==> src/u8250rb_pkg.sv <==
`timescale 1ns / 1ps
`default_nettype none
// ----------------------------------------------------------------------------
// u8250rb_pkg: shared types and codes of the 8250 register block
// State and result records, command and register offset codes, helpers.
// ----------------------------------------------------------------------------
package u8250rb_pkg;

  // command codes
  localparam logic [1:0] CMD_WRITE   = 2'd0;
  localparam logic [1:0] CMD_READ    = 2'd1;
  localparam logic [1:0] CMD_RECEIVE = 2'd2;

  // register offsets
  localparam logic [2:0] OFS_DATA = 3'd0;
  localparam logic [2:0] OFS_IER  = 3'd1;
  localparam logic [2:0] OFS_IIR  = 3'd2;
  localparam logic [2:0] OFS_LCR  = 3'd3;
  localparam logic [2:0] OFS_MCR  = 3'd4;
  localparam logic [2:0] OFS_LSR  = 3'd5;
  localparam logic [2:0] OFS_MSR  = 3'd6;

  // configuration register indexes
  localparam logic [1:0] CFG_MODEM_STATUS = 2'd0;
  localparam logic [1:0] CFG_TX_ATTACHED  = 2'd1;
  localparam logic [1:0] CFG_IRQ_LINE     = 2'd2;

  localparam logic [7:0] CFG_MODEM_STATUS_RST = 8'h30;
  localparam logic [3:0] CFG_IRQ_LINE_RST     = 4'd4;

  // pending flag bits
  localparam int PEND_LSR = 0;
  localparam int PEND_RX  = 1;
  localparam int PEND_TX  = 2;
  localparam int PEND_MSR = 3;

  // interrupt enable bits
  localparam int IEN_RX  = 0;
  localparam int IEN_TX  = 1;
  localparam int IEN_LSR = 2;

  localparam logic [7:0] LSR_BASE     = 8'h60;
  localparam logic [7:0] SCRATCH_READ = 8'hFF;
  localparam logic [7:0] IIR_ID_LSR   = 8'h06;
  localparam logic [7:0] IIR_ID_RX    = 8'h04;
  localparam logic [7:0] IIR_ID_TX    = 8'h02;
  localparam logic [7:0] MSR_UPPER    = 8'hF0;

  typedef struct packed {
    logic        latch_access;
    logic [15:0] divisor_latch;
    logic [7:0]  int_enable;
    logic [7:0]  line_control;
    logic [7:0]  modem_ctrl;
    logic [7:0]  rx_holding;
    logic        rx_ready;
    logic [3:0]  pending_flags;
    logic [7:0]  last_modem_status;
  } uart_state_t;

  typedef struct packed {
    logic [7:0] modem_status;
    logic       tx_attached;
    logic [3:0] irq_line;
  } uart_cfg_t;

  typedef struct packed {
    logic [1:0] command;
    logic [2:0] offset;
    logic [7:0] data;
  } uart_req_t;

  typedef struct packed {
    logic [7:0] read_data;
    logic       irq_request;
    logic [3:0] irq_number;
    logic       tx_valid;
    logic [7:0] tx_byte;
    logic       mcr_strobe;
    logic [7:0] modem_control;
  } uart_result_t;

  // transmit mask from the word length select bits
  function automatic logic [7:0] word_mask(input logic [1:0] wls);
    logic [7:0] m;
    case (wls)
      2'd0:    m = 8'h1F;
      2'd1:    m = 8'h3F;
      2'd2:    m = 8'h7F;
      default: m = 8'hFF;
    endcase
    return m;
  endfunction

endpackage
`default_nettype wire

==> src/u8250rb_step.sv <==
`timescale 1ns / 1ps
`default_nettype none
// ----------------------------------------------------------------------------
// u8250rb_step: one register access
// Next state and result of one request, from the current state and config.
// ----------------------------------------------------------------------------
module u8250rb_step
  import u8250rb_pkg::*;
(
  input  wire uart_state_t  state_i,
  input  wire uart_cfg_t    cfg_i,
  input  wire uart_req_t    req_i,
  output uart_state_t       state_o,
  output uart_result_t      res_o
);

  always_comb begin
    logic [7:0] tx_char;
    logic [7:0] rd;
    logic [7:0] msr_diff;
    logic       irq;
    logic       txv;
    logic [7:0] txb;
    logic       strobe;
    logic       rx_take;
    logic [7:0] rx_char;
    uart_state_t s;

    s        = state_i;
    rd       = '0;
    irq      = 1'b0;
    txv      = 1'b0;
    txb      = '0;
    strobe   = 1'b0;
    rx_take  = 1'b0;
    rx_char  = req_i.data;
    tx_char  = req_i.data & word_mask(state_i.line_control[1:0]);
    msr_diff = cfg_i.modem_status ^ state_i.last_modem_status;

    case (req_i.command)
      CMD_WRITE: begin
        case (req_i.offset)
          OFS_DATA: begin
            if (!state_i.latch_access) begin
              if (state_i.modem_ctrl[4]) begin
                // loopback into receive
                rx_take = 1'b1;
                rx_char = tx_char;
              end else if (cfg_i.tx_attached) begin
                txv = 1'b1;
                txb = tx_char;
                if (state_i.int_enable[IEN_TX]) begin
                  s.pending_flags[PEND_TX] = 1'b1;
                  irq = 1'b1;
                end
                if (state_i.int_enable[IEN_LSR]) begin
                  s.pending_flags[PEND_LSR] = 1'b1;
                  irq = 1'b1;
                end
              end
            end else begin
              s.divisor_latch[7:0] = req_i.data;
            end
          end
          OFS_IER: begin
            if (!state_i.latch_access) s.int_enable = req_i.data;
            else s.divisor_latch[15:8] = req_i.data;
          end
          OFS_LCR: begin
            s.line_control = req_i.data;
            s.latch_access = req_i.data[7];
          end
          OFS_MCR: begin
            s.modem_ctrl = req_i.data;
            strobe       = 1'b1;
          end
          default: ;
        endcase
      end
      CMD_READ: begin
        case (req_i.offset)
          OFS_DATA: begin
            if (!state_i.latch_access) begin
              rd         = state_i.rx_holding;
              s.rx_ready = 1'b0;
              s.pending_flags[PEND_RX] = 1'b0;
              if (state_i.int_enable[IEN_LSR]) begin
                s.pending_flags[PEND_LSR] = 1'b1;
                irq = 1'b1;
              end
            end else begin
              rd = state_i.divisor_latch[7:0];
            end
          end
          OFS_IER: begin
            rd = state_i.latch_access ? state_i.divisor_latch[15:8] : state_i.int_enable;
          end
          OFS_IIR: begin
            rd = {7'd0, ~|state_i.pending_flags};
            if (state_i.pending_flags[PEND_LSR]) begin
              rd = rd | IIR_ID_LSR;
            end else if (state_i.pending_flags[PEND_RX]) begin
              rd = rd | IIR_ID_RX;
            end else if (state_i.pending_flags[PEND_TX]) begin
              rd = rd | IIR_ID_TX;
              s.pending_flags[PEND_TX] = 1'b0;
            end
            irq = |s.pending_flags;
          end
          OFS_LCR: rd = state_i.line_control;
          OFS_MCR: rd = state_i.modem_ctrl;
          OFS_LSR: begin
            rd = LSR_BASE | {7'd0, state_i.rx_ready};
            s.pending_flags[PEND_LSR] = 1'b0;
          end
          OFS_MSR: begin
            rd = (cfg_i.modem_status & MSR_UPPER)
               | {4'd0, msr_diff[7], 1'b0, msr_diff[5], msr_diff[4]};
            s.last_modem_status = cfg_i.modem_status;
            s.pending_flags[PEND_MSR] = 1'b0;
          end
          default: rd = SCRATCH_READ;
        endcase
      end
      CMD_RECEIVE: rx_take = 1'b1;
      default: ;
    endcase

    if (rx_take) begin
      s.rx_holding = rx_char;
      s.rx_ready   = 1'b1;
      if (state_i.int_enable[IEN_RX]) begin
        s.pending_flags[PEND_RX] = 1'b1;
        irq = 1'b1;
      end
    end

    state_o = s;
    res_o.read_data     = rd;
    res_o.irq_request   = irq;
    res_o.irq_number    = irq ? cfg_i.irq_line : 4'd0;
    res_o.tx_valid      = txv;
    res_o.tx_byte       = txb;
    res_o.mcr_strobe    = strobe;
    res_o.modem_control = s.modem_ctrl;
  end

endmodule
`default_nettype wire

==> src/uart_8250_register_block_unit.sv <==
`timescale 1ns / 1ps
`default_nettype none
// ----------------------------------------------------------------------------
// uart_8250_register_block_unit: simplified 8250 uart register file
// Register writes, reads and received bytes in; one result per request out.
// ----------------------------------------------------------------------------
// usage:
//   in_* is a valid/ready channel carrying one request: a register write,
//   a register read or a received byte (command, offset, data).
//   out_* is a valid/ready channel carrying one result per request: read
//   data, interrupt request and line, transmitted byte, modem control.
//   cfg_we/cfg_index/cfg_wdata write the modem status lines, the transmit
//   sink flag and the interrupt line; write them only while the block is idle.
// latency and throughput:
//   a request's result is valid the cycle after acceptance unless out stalls;
//   state update is combinational; one request per cycle while skid is empty.
// stalls:
//   results sit in an output register backed by one skid entry, so a request
//   is still taken while a result waits; in_ready drops only once both hold.
// reset:
//   rst_n (synchronous) clears all uart state to zero, empties the output
//   stages and restores the config registers (status 0x30, line 4, no sink).
// ----------------------------------------------------------------------------
module uart_8250_register_block_unit
  import u8250rb_pkg::*;
(
  input  wire        clk,
  input  wire        rst_n,
  // request channel
  input  wire        in_valid,
  output logic       in_ready,
  input  wire  [1:0] in_command,
  input  wire  [2:0] in_offset,
  input  wire  [7:0] in_data,
  // result channel
  output logic       out_valid,
  input  wire        out_ready,
  output logic [7:0] out_read_data,
  output logic       out_irq_request,
  output logic [3:0] out_irq_number,
  output logic       out_tx_valid,
  output logic [7:0] out_tx_byte,
  output logic       out_mcr_strobe,
  output logic [7:0] out_modem_control,
  // configuration port
  input  wire        cfg_we,
  input  wire  [1:0] cfg_index,
  input  wire  [7:0] cfg_wdata
);

  uart_state_t  state_r, state_nxt;
  uart_cfg_t    cfg_r;
  uart_req_t    req;
  uart_result_t res_nxt;
  uart_result_t out_r, skid_r;
  logic         out_valid_r, skid_valid_r;
  logic         in_fire;

  assign req.command = in_command;
  assign req.offset  = in_offset;
  assign req.data    = in_data;

  // skid entry full is the only thing that stops requests
  assign in_ready = ~skid_valid_r;
  assign in_fire  = in_valid & in_ready;

  u8250rb_step u_step (
    .state_i (state_r),
    .cfg_i   (cfg_r),
    .req_i   (req),
    .state_o (state_nxt),
    .res_o   (res_nxt)
  );

  // config registers
  always_ff @(posedge clk) begin
    if (!rst_n) begin
      cfg_r.modem_status <= CFG_MODEM_STATUS_RST;
      cfg_r.tx_attached  <= 1'b0;
      cfg_r.irq_line     <= CFG_IRQ_LINE_RST;
    end else if (cfg_we) begin
      case (cfg_index)
        CFG_MODEM_STATUS: cfg_r.modem_status <= cfg_wdata;
        CFG_TX_ATTACHED:  cfg_r.tx_attached  <= cfg_wdata[0];
        CFG_IRQ_LINE:     cfg_r.irq_line     <= cfg_wdata[3:0];
        default: ;
      endcase
    end
  end

  // uart state, updated once per accepted request
  always_ff @(posedge clk) begin
    if (!rst_n) begin
      state_r <= '0;
    end else if (in_fire) begin
      state_r <= state_nxt;
    end
  end

  // output register plus skid entry
  always_ff @(posedge clk) begin
    if (!rst_n) begin
      out_valid_r  <= 1'b0;
      skid_valid_r <= 1'b0;
    end else begin
      if (out_ready || !out_valid_r) begin
        if (skid_valid_r) begin
          // drain skid first, no request taken this cycle
          out_valid_r  <= 1'b1;
          skid_valid_r <= 1'b0;
        end else begin
          out_valid_r <= in_fire;
        end
      end else if (in_fire) begin
        // output stalled, park the new result
        skid_valid_r <= 1'b1;
      end
    end
  end

  // payload, no reset
  always_ff @(posedge clk) begin
    if (out_ready || !out_valid_r) begin
      if (skid_valid_r) out_r <= skid_r;
      else if (in_fire) out_r <= res_nxt;
    end else if (in_fire) begin
      skid_r <= res_nxt;
    end
  end

  assign out_valid         = out_valid_r;
  assign out_read_data     = out_r.read_data;
  assign out_irq_request   = out_r.irq_request;
  assign out_irq_number    = out_r.irq_number;
  assign out_tx_valid      = out_r.tx_valid;
  assign out_tx_byte       = out_r.tx_byte;
  assign out_mcr_strobe    = out_r.mcr_strobe;
  assign out_modem_control = out_r.modem_control;

endmodule
`default_nettype wire
==> config.mk <==
export PLATFORM = sky130hd
export DESIGN_NAME = uart_8250_register_block_unit
export DESIGN_NICKNAME = d
export VERILOG_FILES = /design/src/u8250rb_pkg.sv /design/src/u8250rb_step.sv /design/src/uart_8250_register_block_unit.sv
export SDC_FILE = /design/constraint.sdc
export NUM_CORES = 1
export LEC_CHECK = 0
export BUFFER_PORTS_ARGS = -buffer_cell sky130_fd_sc_hd__clkbuf_2
export CORE_ASPECT_RATIO = 0.5
export CORE_MARGIN = 4
export CORE_UTILIZATION = 29
export CTS_BUF_LIST = sky130_fd_sc_hd__clkbuf_4 sky130_fd_sc_hd__clkbuf_8
export DETAILED_ROUTE_END_ITERATION = 10
export SYNTH_ARGS = -nofsm -noshare
export SYNTH_HDL_FRONTEND = slang
export SYNTH_SLANG_ARGS = --single-unit
==> constraint.sdc <==
create_clock -name clk -period 3.2 [get_ports clk]
set_clock_uncertainty 0.15 [all_clocks]
set_input_delay 0.32 -clock clk [delete_from_list [all_inputs] [get_ports clk]]
set_output_delay 0.32 -clock clk [all_outputs]
set_load 0.02 [all_outputs]
# ---- After elaboration in Yosys (flattened, before gate mapping)
# Index checks and enable logic that the tools add are counted.
dict set report totals {
  regBits 138
  output_inout_bits 33
}
dict set report classes {
  n_eq_ne 21
  reduce_logical 28
  bitwise_logic 8
  n_mux 73
}
# operator n
set ops {}
lappend ops {{8-bit two-way mux} 16}
lappend ops {{31-bit two-way mux} 2}
lappend ops {{8-bit case mux with 7 select lines} 1}
lappend ops {{1-bit two-way mux} 43}
lappend ops {{8-bit case mux with 3 select lines} 1}
lappend ops {{4-bit AND reduction} 4}
lappend ops {{8-bit AND reduction} 2}
lappend ops {{1-bit case mux with 2 select lines} 6}
lappend ops {{2-bit AND reduction} 6}
lappend ops {{2-bit != test (second input constant)} 5}
lappend ops {{3-bit == test (second input constant)} 3}
lappend ops {{8-bit AND} 1}
lappend ops {{8-bit by 4-bit OR with 8-bit output} 1}
lappend ops {{2-bit nonzero test} 4}
lappend ops {{8-bit XOR} 1}
lappend ops {{2-bit by 1-bit == test with 1-bit output (second input constant)} 3}
lappend ops {{2-bit == test (second input constant)} 3}
lappend ops {{3-bit by 2-bit == test with 1-bit output (second input constant)} 2}
lappend ops {{2-bit logical NOT} 3}
lappend ops {{2-bit two-way mux} 3}
lappend ops {{3-bit != test (second input constant)} 2}
lappend ops {{3-bit AND reduction} 2}
lappend ops {{3-bit OR reduction} 2}
lappend ops {{4-bit two-way mux} 1}
lappend ops {{other kinds (8)} 13}

# ---- Logic depth before layout (Yosys ltp)
# Gate-level depths: netlist (run 1).
dict set report depth {
  word_depth 12
  depth_mapped 7
}

# ---- Cells and area by module
# Synthesis (run 1) repeated with hierarchy kept, for this count alone.
dict set report unflattened {
  hier_cells 657
  area_unflattened_um2 6836.6
}
# module area_per_inst_um2 n_inst seq_area_each_um2 cells_each
set by_module_without_submodules {}
lappend by_module_without_submodules {uart_8250_register_block_unit 5111.2 1 3403.3 431}
lappend by_module_without_submodules {u8250rb_step 1725.4 1 0.0 226}

# ---- Least setup slack after synthesis (run 1)
# No wires, ideal clock.
dict set report synth_path {
  path_type {reg-to-reg}
  start {register skid_valid_r}
  end {register skid_r[0] (netlist bit) (enable)}
  t_arrival_ns 1.992
  setup_slack_ns 0.639
  stages_incl_launch_ff 4
  path_buffers 1
  period_less_slack_ns 2.561
  required_time_ns 2.631
  cell_sequence {dfxtp_1 -> nand2b_1 -> clkbuf_1 -> nor2_1}
}
dict set report synth_between {
  elab_chain_len 3
}
# element line
set synth_rtl {}
lappend synth_rtl {{start, declared} uart_8250_register_block_unit.sv:56} ;# logic out_valid_r, skid_valid_r;
lappend synth_rtl {{start signal, assigned} uart_8250_register_block_unit.sv:104} ;# skid_valid_r <= 1'b0;
lappend synth_rtl {{start signal, assigned} uart_8250_register_block_unit.sv:110} ;# skid_valid_r <= 1'b0;
lappend synth_rtl {{start signal, assigned} uart_8250_register_block_unit.sv:116} ;# skid_valid_r <= 1'b1;
lappend synth_rtl {{1-bit NOT} uart_8250_register_block_unit.sv:64} ;# assign in_ready = ~skid_valid_r;
lappend synth_rtl {{1-bit AND} uart_8250_register_block_unit.sv:65} ;# assign in_fire = in_valid & in_ready;
lappend synth_rtl {{2-bit AND reduction (no source line)} --}
lappend synth_rtl {{end signal, assigned} uart_8250_register_block_unit.sv:127} ;# skid_r <= res_nxt;
lappend synth_rtl {{end, declared} uart_8250_register_block_unit.sv:55} ;# uart_result_t out_r, skid_r;
# Every way passes these cells.
# A chain may end at the register's enable or synchronous reset.

==> flow_metrics.env, run 1 <==
export IMPL_status="completed"
export IMPL_ctsResizeCount=0
export IMPL_fin_nets=628
export IMPL_synth_top_area_share_pct=31.4
export IMPL_die_h_um=109
export IMPL_synth_nets=560
export IMPL_drive_above_1_share_pct=25.1
export IMPL_p_leak_nw=2.56
export IMPL_hold_start="cfg_wdata[0]"
export IMPL_ant_nets=0
export IMPL_synth_warnings=0
export IMPL_grt_max_degree=33
export IMPL_async_flop_share_pct=0
export IMPL_drv_cap=0
export IMPL_clk_pin_slew_ns=0.08
export IMPL_drt_iter0_drc=364
export IMPL_drtPass1Iterations=5
export IMPL_setup_worst_path_start="state_r[36]"
export IMPL_max_vdd_ir_drop_mv=0.210
export IMPL_setup_worst_path_start_class="flop"
export IMPL_drc_errors=0
export IMPL_power_mw=3.68
export IMPL_root_buffer="clkbuf_8"
export IMPL_crit_fanout=14
export IMPL_syn_area_um2=5930
export IMPL_wl_per_cell_um=17.3
export IMPL_avgSynthCellArea_um2=11.2
export IMPL_ys_top_cells_by_area="edfxtp_1 31%, dfxtp_1 22%, mux2i_1 9.6%"
export IMPL_synth_edff_count=62
export IMPL_max_freq_mhz=394
export IMPL_holdWs_ns=0.0401
export IMPL_cts_tree="yes"
export IMPL_hpwlAfterDp_mm=10.8
export IMPL_cts_made_buffers=17
export IMPL_setup_viol=0
export IMPL_via_count=4254
export IMPL_ys_flop_type="dfxtp_1"
export IMPL_drt_total_wl_mm=15.2
export IMPL_grt_usage_pct=13.7
export IMPL_via_per_inst=4.84
export IMPL_grt_pass1_vias=4156
export IMPL_ys_ff_latch=128
export IMPL_grt_setup_unrepaired="false"
export IMPL_cts_max_level=4
export IMPL_worstPathRequired_ns=3.22
export IMPL_yosys_area_top_type="edfxtp_1"
export IMPL_rows=36
export IMPL_fin_setup_tns_ns=0
export IMPL_drv_slew=0
export IMPL_fin_ws_ns=0.661
export IMPL_crit_path_end_kind="flop"
export IMPL_tightest_slew_ns=0.926
export IMPL_slew_headroom_pct=38.3
export IMPL_grt_ovfl_total=0
export IMPL_final_period_utilization_pct=79.4
export IMPL_synth_seq_area_share_pct=53.6
export IMPL_core_area_um2=19800
export IMPL_port_buffers=60
export IMPL_ys_types=62
export IMPL_pre_cts_ws_ns=0.645
export IMPL_fp_dieW_um=210
export IMPL_critPathKind="reg -> reg"
export IMPL_rr_startpoint="state_r[36]"
export IMPL_initial_core_util_pct=30.0
export IMPL_gp_congestion=0.912
export IMPL_hold_path_class="in -> reg"
export IMPL_cts_buffer_depth=2
export IMPL_grt_pass1_wl_mm=24.2
export IMPL_syn_to_final_growth_pct=18.8
export IMPL_clk_latency_ns=0.45
export IMPL_cts_sinks=128
export IMPL_io_pins=61
export IMPL_antennaDiodeCount=0
export IMPL_die_area_um2=23000
export IMPL_n_fill_cell=1977
export IMPL_finalHoldViolations=0
export IMPL_arrival_ns=2.55
export IMPL_powerDensity_nw_per_um2=522
export IMPL_antenna_found_initial=1
export IMPL_synthesis_instances=532
export IMPL_timing_final_crit_period_ns=2.54
-- critical path: stages, from the launching register on --
cell     delay, ns
dfxtp_1       0.51
buf_4         0.32
mux2i_1       0.32
o22ai_1       0.12
nor4_1        0.56
buf_4         0.22
o31ai_1       0.06
-- power breakdown --
part / switching, mW / internal [mW]
registers: 0.0204 / 1.76
clock network: 0.653 / 0.969
logic: 0.185 / 0.0953
-- state kept, by name, summed over array words and instances, names as in the netlist --
register / count
state_r: 55
skid_r: 31
out_tx_byte: 8
out_mcr_strobe: 1
out_tx_valid: 1
out_valid: 1
skid_valid_r: 1
out_irq_number: 4
out_modem_control: 8
out_irq_request: 1
out_read_data: 8
cfg_r: 9
-- what timing repair did --
item,CTS,global route
setup buffers,0,0
endpoints found under the hold margin,7,0
hold buffers,7,0
-- metal layers --
layer	wire, um	up-vias	track usage (%)	part of all wire [%]
li1	-	2051	-	-
met1	7440	2076	19.3	49
met2	6750	106	20.8	44
met3	832	19	3.31	5.5
met4	176	2	4.19	1.2
met5	13	-	0	0.085
-- cell usage in the layout (no fill, tap or decap), drive strengths merged, types with 18 or more instances in the layout --
cell type / instances
clkbuf: 79
dfxtp: 66
edfxtp: 62
mux2: 26
mux2i: 57
nand2: 63
nand3: 18
nor2: 20
nor2b: 40
o21ai: 31
-- worst paths after layout --
check,end,slack [ns],cells after the start
worst max-delay path,out_read_data[1],0.66,6
worst min-delay path,cfg_r[0],0.04,3
worst max register to register,out_read_data[1],0.66,6
worst min register to register,state_r[56],0.31,2
-- logic make-up after synthesis --
logic type,synth area share [%]
buffers and inverters,3.50
xor gates and xnor gates,0.443
DFF,53.6
muxes,14.9
and+or+nand+nor,18.3
AOI/OAI and AO/OA,9.15
-- metrics by stage --
step,cell area [um^2],utilization [%],std cells
floorplan,5930,-,532
global placement,6510,32.9,840
detailed placement,6510,32.9,840
CTS,7050,35.7,879
global route,7050,35.7,879
finish,7050,35.7,879
-- synth_stat cells (2+ instances only) --
library cell and n:
dfxtp_1 66, nand2_1 63, edfxtp_1 62, mux2i_1 57, nor2b_1 40, mux2_2 26, o21ai_0 26, nor2_1 20
nand3_1 18, clkbuf_1 17, a21oi_1 12, inv_1 8, a21boi_0 7, nand2b_1 7, o31ai_1 7, and2_1 6
buf_2 6, o22ai_1 6, buf_4 5, o21ai_1 5, a211oi_1 4, or2_2 4, a31oi_1 3, buf_6 3
nor3b_1 3, o211ai_1 3, or3b_2 3, a21o_1 2, a222oi_1 2, and3_1 2, nand3b_1 2, nor3_1 2
nor3_4 2, nor4_4 2, nor4bb_1 2, or3_1 2, xnor2_1 2
-- final cells by class --
type / instances / area [um^2] / area share, %
Clock buffer: 19 / 262 / 3.71
Multi-Input combinational cell: 362 / 2550 / 36.2
Timing Repair Buffer: 82 / 483 / 6.85
Sequential cell: 128 / 3180 / 45.1
Tap cell: 266 / 333 / 4.72
Clock inverter: 13 / 205 / 2.91
Inverter: 9 / 33.8 / 0.479
No activity file was read; power rests on OpenSTA's default activity.
==> inputs of run 2 (changes only) <==
==> constraint.sdc (replaced) <==
create_clock -name clk -period 2.6 [get_ports clk]
set_clock_uncertainty 0.15 [all_clocks]
set_input_delay 0.26 -clock clk [delete_from_list [all_inputs] [get_ports clk]]
set_output_delay 0.26 -clock clk [all_outputs]
set_load 0.02 [all_outputs]
==> flow_metrics.env, run 2 (synthesis results as in run 1) <==
export IMPL_status="completed"
export IMPL_hold_path_class="in -> reg"
export IMPL_grt_ovfl_total=0
export IMPL_antennaDiodeCount=0
export IMPL_die_h_um=109
export IMPL_p_leak_nw=2.57
export IMPL_critPathKind="reg -> reg"
export IMPL_finalHoldViolations=0
export IMPL_cp_top_family="flip-flops"
export IMPL_slew_headroom_pct=43.9
export IMPL_largestRegisters="state_r x55, skid_r x31, cfg_r x9"
export IMPL_cts_max_level=4
export IMPL_clk_pin_slew_ns=0.07
export IMPL_fp_dieW_um=210
export IMPL_io_pins=61
export IMPL_tightest_slew_ns=0.840
export IMPL_final_period_utilization_pct=91.3
export IMPL_root_buffer="clkbuf_8"
export IMPL_port_buffers=60
export IMPL_final_common_cell="dfxtp_1"
export IMPL_via_count=4249
export IMPL_rr_startpoint="state_r[36]"
export IMPL_grt_usage_pct=13.6
export IMPL_worstPathRequired_ns=2.63
export IMPL_critPathBufInv=1
export IMPL_grt_setup_unrepaired="false"
export IMPL_r2r_cells=5
export IMPL_cts_buffer_depth=2
export IMPL_drc_errors=0
export IMPL_fin_ws_ns=0.227
export IMPL_crit_fanout=10
export IMPL_antenna_found_initial=0
export IMPL_ant_nets=0
export IMPL_via_per_inst=4.78
export IMPL_grt_pass1_vias=4134
export IMPL_grt_pass1_wl_mm=24.1
export IMPL_r2r_slack_ns=0.23
export IMPL_hpwlAfterDp_mm=10.8
export IMPL_drv_cap=0
export IMPL_clk_latency_ns=0.45
export IMPL_r2r_end="out_read_data[1]"
export IMPL_pre_cts_ws_ns=0.229
export IMPL_setup_viol=0
export IMPL_syn_to_final_growth_pct=18.9
export IMPL_drt_total_wl_mm=15.5
export IMPL_slowest_stage="dfxtp_1"
export IMPL_max_vdd_ir_drop_mv=0.255
export IMPL_cts_setup_buffers=0
export IMPL_setup_worst_path_start_class="flop"
export IMPL_min_path_cells=3
export IMPL_drv_slew=0
export IMPL_fin_nets=637
export IMPL_path_cells="buf_4 -> mux2i_1 -> o22ai_1 -> nor4_1 -> o31ai_1"
export IMPL_layout_common_cells="66 x dfxtp_1, 63 x nand2_1, 62 x edfxtp_1"
export IMPL_drtPass1Iterations=6
export IMPL_largest_reg_flops=55
export IMPL_rows=36
export IMPL_cts_sinks=128
export IMPL_initial_core_util_pct=30.0
export IMPL_crit_path_end_kind="flop"
export IMPL_die_area_um2=23000
export IMPL_gp_congestion=0.874
export IMPL_wl_per_cell_um=17.5
export IMPL_hold_start="out_ready"
export IMPL_min_to="skid_valid_r"
export IMPL_max_freq_mhz=421
export IMPL_drive_above_1_share_pct=26.2
export IMPL_fin_setup_tns_ns=0
export IMPL_cts_made_buffers=17
export IMPL_core_area_um2=19800
export IMPL_regMostFlops="state_r"
export IMPL_powerDensity_nw_per_um2=592
export IMPL_cts_tree="yes"
export IMPL_max_stage_delay_ns=0.65
export IMPL_grt_max_degree=40
export IMPL_drt_iter0_drc=288
export IMPL_arrival_ns=2.40
export IMPL_timing_final_crit_period_ns=2.37
==> run 2: repair_timing <==
action | in CTS | in global routing
gates resized for setup | 0 | 0
endpoints found under the hold margin | 9 | 0
hold buffers | 8 | 0
==> run 2: where the power goes <==
group | total, mW | switching (mW) | internal, mW | leakage (nW)
clock | 1.63 | 0.828 | 0.803 | 0.182
sequential | 2.19 | 0.0238 | 2.16 | 1.13
combinational | 0.355 | 0.230 | 0.125 | 1.26
total | 4.17 | 1.08 | 3.09 | 2.57
==> run 2: through the flow <==
stage               area (um^2)  utilization, %  cells  total power [mW]  hold WS [ns]
floorplan                  5930               -    532              2.44         0.235
global placement           6600            33.4    848              2.58         0.296
detailed placement         6600            33.4    848              2.58         0.303
CTS                        7050            35.7    888              4.22       0.00887
global route               7050            35.7    888              4.34        0.0358
finish                     7050            35.7    888              4.17        0.0254
==> run 2: area by class of cell <==
cell class	instances	area, um^2
Clock buffer	20	263
Clock inverter	12	110
Fill cell	1918	12700
Inverter	9	33.8
Multi-Input combinational cell	362	2550
Sequential cell	128	3180
Tap cell	266	333
Timing Repair Buffer	91	578
==> run 2: worst min-delay path: stages <==
cell and delay, ns:
clkbuf_2 0.07, nand2b_1 0.17, nor3b_1 0.07
==> run 2: worst max-delay path by stage <==
stage                       end         start  cells past startpoint
2_1_floorplan         skid_r[0]  skid_valid_r                      3
3_3_place_gp   out_read_data[1]   state_r[36]                      5
3_5_place_dp   out_read_data[1]   state_r[36]                      5
4_1_cts        out_read_data[1]   state_r[36]                      5
5_1_grt              skid_r[24]   state_r[36]                      5
6_report       out_read_data[1]   state_r[36]                      5
==> run 2: layer usage <==
layer | GRT usage, % | routed length, um
met4 | 4.33 | 245
met1 | 19.6 | 7730
met5 | 0 | 0
met3 | 2.53 | 607
met2 | 20.8 | 6950
